File: src/rtl/yaw_pitch_camera_basis_defines.svh
// ----------------------------------------------------------------------------
// yaw pitch camera basis assertion macros
// concurrent checks on the clock and reset of the including module
// ----------------------------------------------------------------------------
`ifndef YAW_PITCH_CAMERA_BASIS_DEFINES_SVH
`define YAW_PITCH_CAMERA_BASIS_DEFINES_SVH
`ifndef SYNTH
`define YPCB_ASSERT_NOW(name, ck, rn, ante, cons) \
    name: assert property (@(posedge ck) disable iff (!rn) (ante) |-> (cons)) \
        else $error("check failed");
`define YPCB_ASSERT_NEXT(name, ck, rn, ante, cons) \
    name: assert property (@(posedge ck) disable iff (!rn) (ante) |=> (cons)) \
        else $error("check failed");
`else
`define YPCB_ASSERT_NOW(name, ck, rn, ante, cons)
`define YPCB_ASSERT_NEXT(name, ck, rn, ante, cons)
`endif
`endif

File: src/rtl/ypcb_pkg.sv
// ----------------------------------------------------------------------------
// ypcb_pkg
// shared constants, types and the cordic arctangent table
// ----------------------------------------------------------------------------
package ypcb_pkg;

    localparam int ANGLE_FRAC_BITS  = 16;
    localparam int VECTOR_FRAC_BITS = 14;
    localparam int POSITION_WIDTH   = 24;
    localparam int TRIG_ITERATIONS  = 16;

    localparam int VEC_W    = VECTOR_FRAC_BITS + 2;
    localparam int TARGET_W = POSITION_WIDTH + VECTOR_FRAC_BITS - 7;
    localparam int YAW_W    = 19;
    localparam int PITCH_W  = 18;
    localparam int DELTA_W  = 21;
    localparam int CW       = 33;
    localparam int STAGE_W  = 5;

    localparam longint PI_Q48      = 64'd884279719003555;
    localparam longint TENTH_Q48   = 64'd28147497671066;
    localparam int     ASH         = 48 - ANGLE_FRAC_BITS;
    localparam longint HALF_ASH    = longint'(1) << (ASH - 1);
    localparam longint TWO_PI_ANG  = (2 * PI_Q48 + HALF_ASH) >>> ASH;
    localparam longint YAW_RESET   = (PI_Q48 + PI_Q48 / 2 + HALF_ASH) >>> ASH;
    localparam longint PITCH_LIMIT = (PI_Q48 / 2 - TENTH_Q48 + HALF_ASH) >>> ASH;
    localparam longint PI30        = (PI_Q48 + (longint'(1) << 17)) >>> 18;
    localparam longint HALF30      = (PI_Q48 / 2 + (longint'(1) << 17)) >>> 18;
    localparam longint GAIN30      = 64'h26DD3B6A;
    localparam longint DEG2RAD_Q32 = 64'd74961321;

    typedef struct packed {
        logic signed [CW-1:0] x;
        logic signed [CW-1:0] y;
        logic signed [CW-1:0] z;
        logic                 flip;
    } cordic_lane_t;

    typedef struct packed {
        cordic_lane_t yaw;
        cordic_lane_t pitch;
    } cordic_pair_t;

    function automatic logic signed [CW-1:0] atan_q30(input logic [STAGE_W-1:0] idx);
        logic signed [CW-1:0] r;
        case (idx)
            5'd0:    r = 33'sh03243F6A8;
            5'd1:    r = 33'sh01DAC6705;
            5'd2:    r = 33'sh00FADBAFC;
            5'd3:    r = 33'sh007F56EA6;
            5'd4:    r = 33'sh003FEAB76;
            5'd5:    r = 33'sh001FFD55B;
            5'd6:    r = 33'sh000FFFAAA;
            5'd7:    r = 33'sh0007FFF55;
            5'd8:    r = 33'sh0003FFFEA;
            5'd9:    r = 33'sh0001FFFFD;
            5'd10:   r = 33'sh0000FFFFF;
            5'd11:   r = 33'sh00007FFFF;
            5'd12:   r = 33'sh00003FFFF;
            5'd13:   r = 33'sh00001FFFF;
            5'd14:   r = 33'sh00000FFFF;
            5'd15:   r = 33'sh000007FFF;
            5'd16:   r = 33'sh000003FFF;
            5'd17:   r = 33'sh000001FFF;
            5'd18:   r = 33'sh000000FFF;
            5'd19:   r = 33'sh0000007FF;
            5'd20:   r = 33'sh0000003FF;
            5'd21:   r = 33'sh0000001FF;
            5'd22:   r = 33'sh0000000FF;
            5'd23:   r = 33'sh00000007F;
            default: r = '0;
        endcase
        return r;
    endfunction

endpackage

File: src/rtl/ypcb_cordic_cell.sv
// ----------------------------------------------------------------------------
// ypcb_cordic_cell
// one registered cordic rotation step for the yaw and pitch lanes
// ----------------------------------------------------------------------------
module ypcb_cordic_cell (
    input  logic                          clk,
    input  logic                          rst_n,
    input  logic [ypcb_pkg::STAGE_W-1:0]  stage,
    input  logic                          in_valid,
    input  ypcb_pkg::cordic_pair_t        in_data,
    output logic                          out_valid,
    output ypcb_pkg::cordic_pair_t        out_data
);

    logic                   valid_reg;
    ypcb_pkg::cordic_pair_t data_reg;
    ypcb_pkg::cordic_pair_t data_next;

    function automatic ypcb_pkg::cordic_lane_t rotate(input ypcb_pkg::cordic_lane_t l,
                                                      input logic [ypcb_pkg::STAGE_W-1:0] s);
        ypcb_pkg::cordic_lane_t r;
        logic signed [ypcb_pkg::CW-1:0] xs;
        logic signed [ypcb_pkg::CW-1:0] ys;
        logic signed [ypcb_pkg::CW-1:0] at;
        xs = l.x >>> s;
        ys = l.y >>> s;
        at = ypcb_pkg::atan_q30(s);
        r.flip = l.flip;
        if (l.z >= 0)
        begin
            r.x = l.x - ys;
            r.y = l.y + xs;
            r.z = l.z - at;
        end
        else
        begin
            r.x = l.x + ys;
            r.y = l.y - xs;
            r.z = l.z + at;
        end
        return r;
    endfunction

    always_comb
    begin
        data_next.yaw   = rotate(in_data.yaw, stage);
        data_next.pitch = rotate(in_data.pitch, stage);
    end

    always_ff @(posedge clk or negedge rst_n)
    begin
        if (!rst_n)
            valid_reg <= 1'b0;
        else
            valid_reg <= in_valid;
    end

    always_ff @(posedge clk)
    begin
        data_reg <= data_next;
    end

    assign out_valid = valid_reg;
    assign out_data  = data_reg;

endmodule
File: config.mk
export PLATFORM = sky130hd
export DESIGN_NAME = ypcb_cordic_cell
export DESIGN_NICKNAME = d
export VERILOG_FILES = /design/src/rtl/yaw_pitch_camera_basis_defines.svh /design/src/rtl/ypcb_pkg.sv /design/src/rtl/ypcb_cordic_cell.sv
export SDC_FILE = /design/constraint.sdc
export NUM_CORES = 1
export LEC_CHECK = 0
export ABC_AREA = 0
export BUFFER_PORTS_ARGS = -buffer_cell sky130_fd_sc_hd__buf_2
export CAP_MARGIN = 15
export CORE_ASPECT_RATIO = 1.2
export CORE_UTILIZATION = 65
export CTS_CLUSTER_DIAMETER = 80
export DETAILED_ROUTE_END_ITERATION = 12
export MAX_ROUTING_LAYER = met4
export PLACE_DENSITY = 0.87
export SYNTH_ARGS = -nofsm -noshare
export SYNTH_HDL_FRONTEND = slang
export SYNTH_SLANG_ARGS = --single-unit
export TNS_END_PERCENT = 100
File: constraint.sdc
create_clock -name clk -period 0.8 [get_ports clk]
set_input_delay 0 -clock clk [delete_from_list [all_inputs] [get_ports clk]]
set_output_delay 0 -clock clk [all_outputs]
set_load 0.005 [all_outputs]
==> impl_metrics.tcl, run 1 <==
set metrics [dict create \
    htree_num_levels 1 \
    syn_area_mm2 0.02704 \
    initial_core_util_pct 66.20 \
    gp_congestion 1.308 \
    synth.area.top_cells "dfxtp_1 15%, mux4_2 12%, ha_1 9.6%" \
    holdBufCountCts 5 \
    ys_warn_count 0 \
    placed_area_mm2 0.03899 \
    clock_sinks 201 \
    portBuffers 408 \
    async_reset_ff_share_pct 0.4975 \
    synth_cells 3192 \
    status "stopped before the end" \
    syn_avg_cell_area_um2 8.470 \
    clockBufferDepth 3 \
    syn_nets 3613 \
    yosysTopAreaCellShare_pct 14.81 \
    synth_top_area_cell "dfxtp_1" \
    dpl.cell_count 5233 \
    numCtsBuffers 22 \
    cts-root-buf "clkbuf_16" \
    ios 409 \
    stop_stage "clock tree synthesis (4_1_cts)" \
    die_w_um 188.2 \
    yosysSeqAreaShare_pct 14.90 \
    row_count 81 \
    synth_cell_types 107 \
    dieHeight_um 225.4 \
    synth_edf_count 0 \
    dpl.hpwl_um 125000 \
    post_cts_resize_count 472 \
    synth_ff_type "dfxtp_1" \
    error "[ERROR DPL-0038] Utilization greater than 100%, impossible to legalize" \
    synth_seq_cells 201 \
    cts_setup_buffers 117 \
]
cells in the mapped netlist (all sizes together) (46+ instances only):
cell / n
a21o: 76
a21oi: 251
buf: 96
clkbuf: 78
dfxtp: 200
ha: 207
inv: 80
mux2: 76
mux2i: 134
mux4: 157
nand2: 306
nand2b: 48
nand3: 63
nor2: 248
nor2b: 46
o21ai: 203
xnor2: 191
xor2: 108
per-stage QoR:
stage               setup TNS, ns  setup WS (ns)
floorplan                 -678.81         -4.667
global placement          -706.49         -4.789
detailed placement        -801.44         -5.418
cells by family after synthesis:
family / after synthesis / synth area share (%)
AND/OR/NAND/NOR: 906 / 16.08
AO/OA/AOI/OAI: 950 / 23.25
flip-flops: 201 / 14.90
adder cells (fa/ha/maj): 213 / 10.02
buffers and inverters: 256 / 4.683
multiplexers: 367 / 21.37
XOR/XNOR: 299 / 9.686
==> run 2: changes to the inputs <==
- CORE_ASPECT_RATIO: 1.2 -> unset
- CORE_UTILIZATION: 65 -> 40
- CTS_CLUSTER_DIAMETER: 80 -> unset
- MAX_ROUTING_LAYER: met4 -> unset
- PLACE_DENSITY: 0.87 -> unset
- PLACE_DENSITY_LB_ADDON: unset -> 0.15
==> impl_metrics.tcl, run 2 <==
set metrics [dict create \
    htree_num_levels 1 \
    slowest_stage "or4_4" \
    drt_iter0_markers 3002 \
    wl_per_cell_um 22.08 \
    dieHeight_um 262.0 \
    critPathRequiredTime_ns 1.26 \
    largest_reg_flops 200 \
    dr.pass1.iters 7 \
    finalCriticalPeriod_ns 4.780 \
    worst_slack_ns -3.980 \
    syn_area_mm2 0.02704 \
    synth_top_area_cell "dfxtp_1" \
    drc_errors 0 \
    antenna_found_initial 9 \
    syn_nets 3613 \
    synth.cells.most_frequent "306 x nand2_1, 251 x a21oi_1, 248 x nor2_1" \
    ys_warn_count 0 \
    ios 409 \
    fmax_mhz 209.2 \
    powerDensity_mw_per_mm2 1780 \
    setup_violations 399 \
    total_power_mw 83.89 \
    yosysTopAreaCellShare_pct 14.81 \
    clock_sinks 201 \
    preCtsSetupSlack_ns -4.921 \
    initial_core_util_pct 40.76 \
    holdBufCountCts 6 \
    critPathBufInv 3 \
    floorplan.die_area_mm2 0.06864 \
    tritoncts "yes" \
    holdWs_ns -0.2777 \
    synth_edf_count 0 \
    final_common_cell "buf_4" \
    synth.most_common_cell "nand2_1" \
    hold_viol_final 68 \
    rsz0062_at_grt "yes" \
    synth_cell_types 107 \
    power.leakage_nw 21.78 \
    critPathArrivalTime_ns 5.24 \
    final_cell_mix "1352 x buf_4, 372 x buf_2, 275 x nand2_1" \
    dpl.hpwl_um 99100 \
    synth_cells 3192 \
    placed_area_mm2 0.03996 \
    drv_cap 0 \
    grt_max_degree 40 \
    syn_avg_cell_area_um2 8.470 \
    ir_worst_vdd_uv 1978 \
    clk_pin_slew_worst_paths_ns 0.06 \
    gp_congestion 1.052 \
    violations "negative hold slack, negative setup slack" \
    path_delay_family "simple AND/OR/NAND/NOR gates" \
    relSlewSlack_pct 34.64 \
    slowest_delay_ns 0.53 \
    drive_gt1_share_pct 57.03 \
    vias_per_cell 5.787 \
    yosysSeqAreaShare_pct 14.90 \
    core_area_mm2 0.06633 \
    numCtsBuffers 25 \
    grt_pass1_wl_um 186000 \
    clockBufferDepth 3 \
    final_nets 5445 \
    design_area_mm2 0.04714 \
    crit_chain "buf_16, buf_8, mux4_2, a22o_1, or4_4, buf_6, nor4b_4, or3b_4, or3_4, o21ai_1, xor2_1, ha_1, nand3_1, nand3b_1, o221ai_2, a21o_1, a221o_1, a41o_1, o41a_1, xnor2_1" \
    grt_pass1_vias 32320 \
    cts-root-buf "clkbuf_16" \
    async_reset_ff_share_pct 0.4975 \
    synth.area.top_cells "dfxtp_1 15%, mux4_2 12%, ha_1 9.6%" \
    grt_usage_pct 35.09 \
    maxSlewViolCount 0 \
    grt.overflow.total 0 \
    synth_ff_type "dfxtp_1" \
    fin_crit_sh_pct 597.6 \
    area_delta_synth_final_pct 74.36 \
    setup.worst_path.start_class "primary input" \
    die_w_um 262.0 \
    ant_nets 0 \
    dr_total_vias 34210 \
    wirelength_um 130500 \
    endpoint_kind "flop" \
    crit_type "primary input to flop" \
    portBuffers 408 \
    hp-class "primary input to flop" \
    tightest_slew_ns 0.9744 \
    status "finished, violations left" \
    setup_tns_ns -615.52 \
    synth_seq_cells 201 \
    cp_max_fo 11 \
    row_count 94 \
]
[run 2: metrics by stage]
step,util [%],instances
final,71.07,5912
after global routing,71.07,5912
after CTS,65.24,5766
after detailed placement,60.24,5632
after global placement,60.24,5632
after floorplan,-,3192
[run 2: path summary, 6_finish.rpt]
check	start	end	slack [ns]	cells after the start
min in group asynchronous	rst_n	out_valid$_DFF_PN0_	0.25	3
max in group asynchronous	rst_n	out_valid$_DFF_PN0_	0.45	3
worst max-delay path	stage[0]	out_data[166]$_DFF_P_	-3.98	20
worst min-delay path	in_data[134]	out_data[134]$_DFF_P_	-0.28	2
[run 2: metal layers]
metal  global-route usage (%)  share of wire [%]
met5                        0              0.041
met4                    18.43                6.0
met3                    5.941                7.8
met2                    59.26                 48
met1                    42.66                 38
[run 2: cell type report]
cell class              instances  area, um^2
multi-input cells            2735       25190
fillers                      5170       19190
repair buffers               1979       15500
flip-flops and latches        201        4071
well taps                     864        1081
clock buffers                  28       666.9
inverters                      82       332.8
clock inverters                18       292.8
diodes                          5       12.51
[run 2: logic make-up after synthesis]
| kind of cell | count (synthesis) | share of synthesized area, % |
|---|---|---|
| mux | 367 | 21.37 |
| fa+ha+maj | 213 | 10.02 |
| simple gates | 906 | 16.08 |
| compound gates | 950 | 23.25 |
| flops | 201 | 14.90 |
| xor+xnor | 299 | 9.686 |
| buf+inv | 256 | 4.683 |
[run 2: repair_timing]
action | in CTS | in global routing
hold endpoints to repair | 80 | 65
pin swaps | 186 | 290
buffers inserted | 79 | 163
cloned | 9 | 5
setup endpoints to repair | 399 | 399
resized for setup | 359 | 621
[run 2: power by group]
| group | leakage, nW | internal (mW) | total, mW | switching, mW |
|---|---|---|---|---|
| Combinational | 19.6 | 29.3 | 55.0 | 25.7 |
| Sequential | 1.70 | 14.4 | 15.6 | 1.17 |
| Clock | 0.467 | 8.29 | 13.3 | 5.04 |
| Total | 21.8 | 52.0 | 83.9 | 31.9 |
No activity file was read; power rests on OpenSTA's default activity.
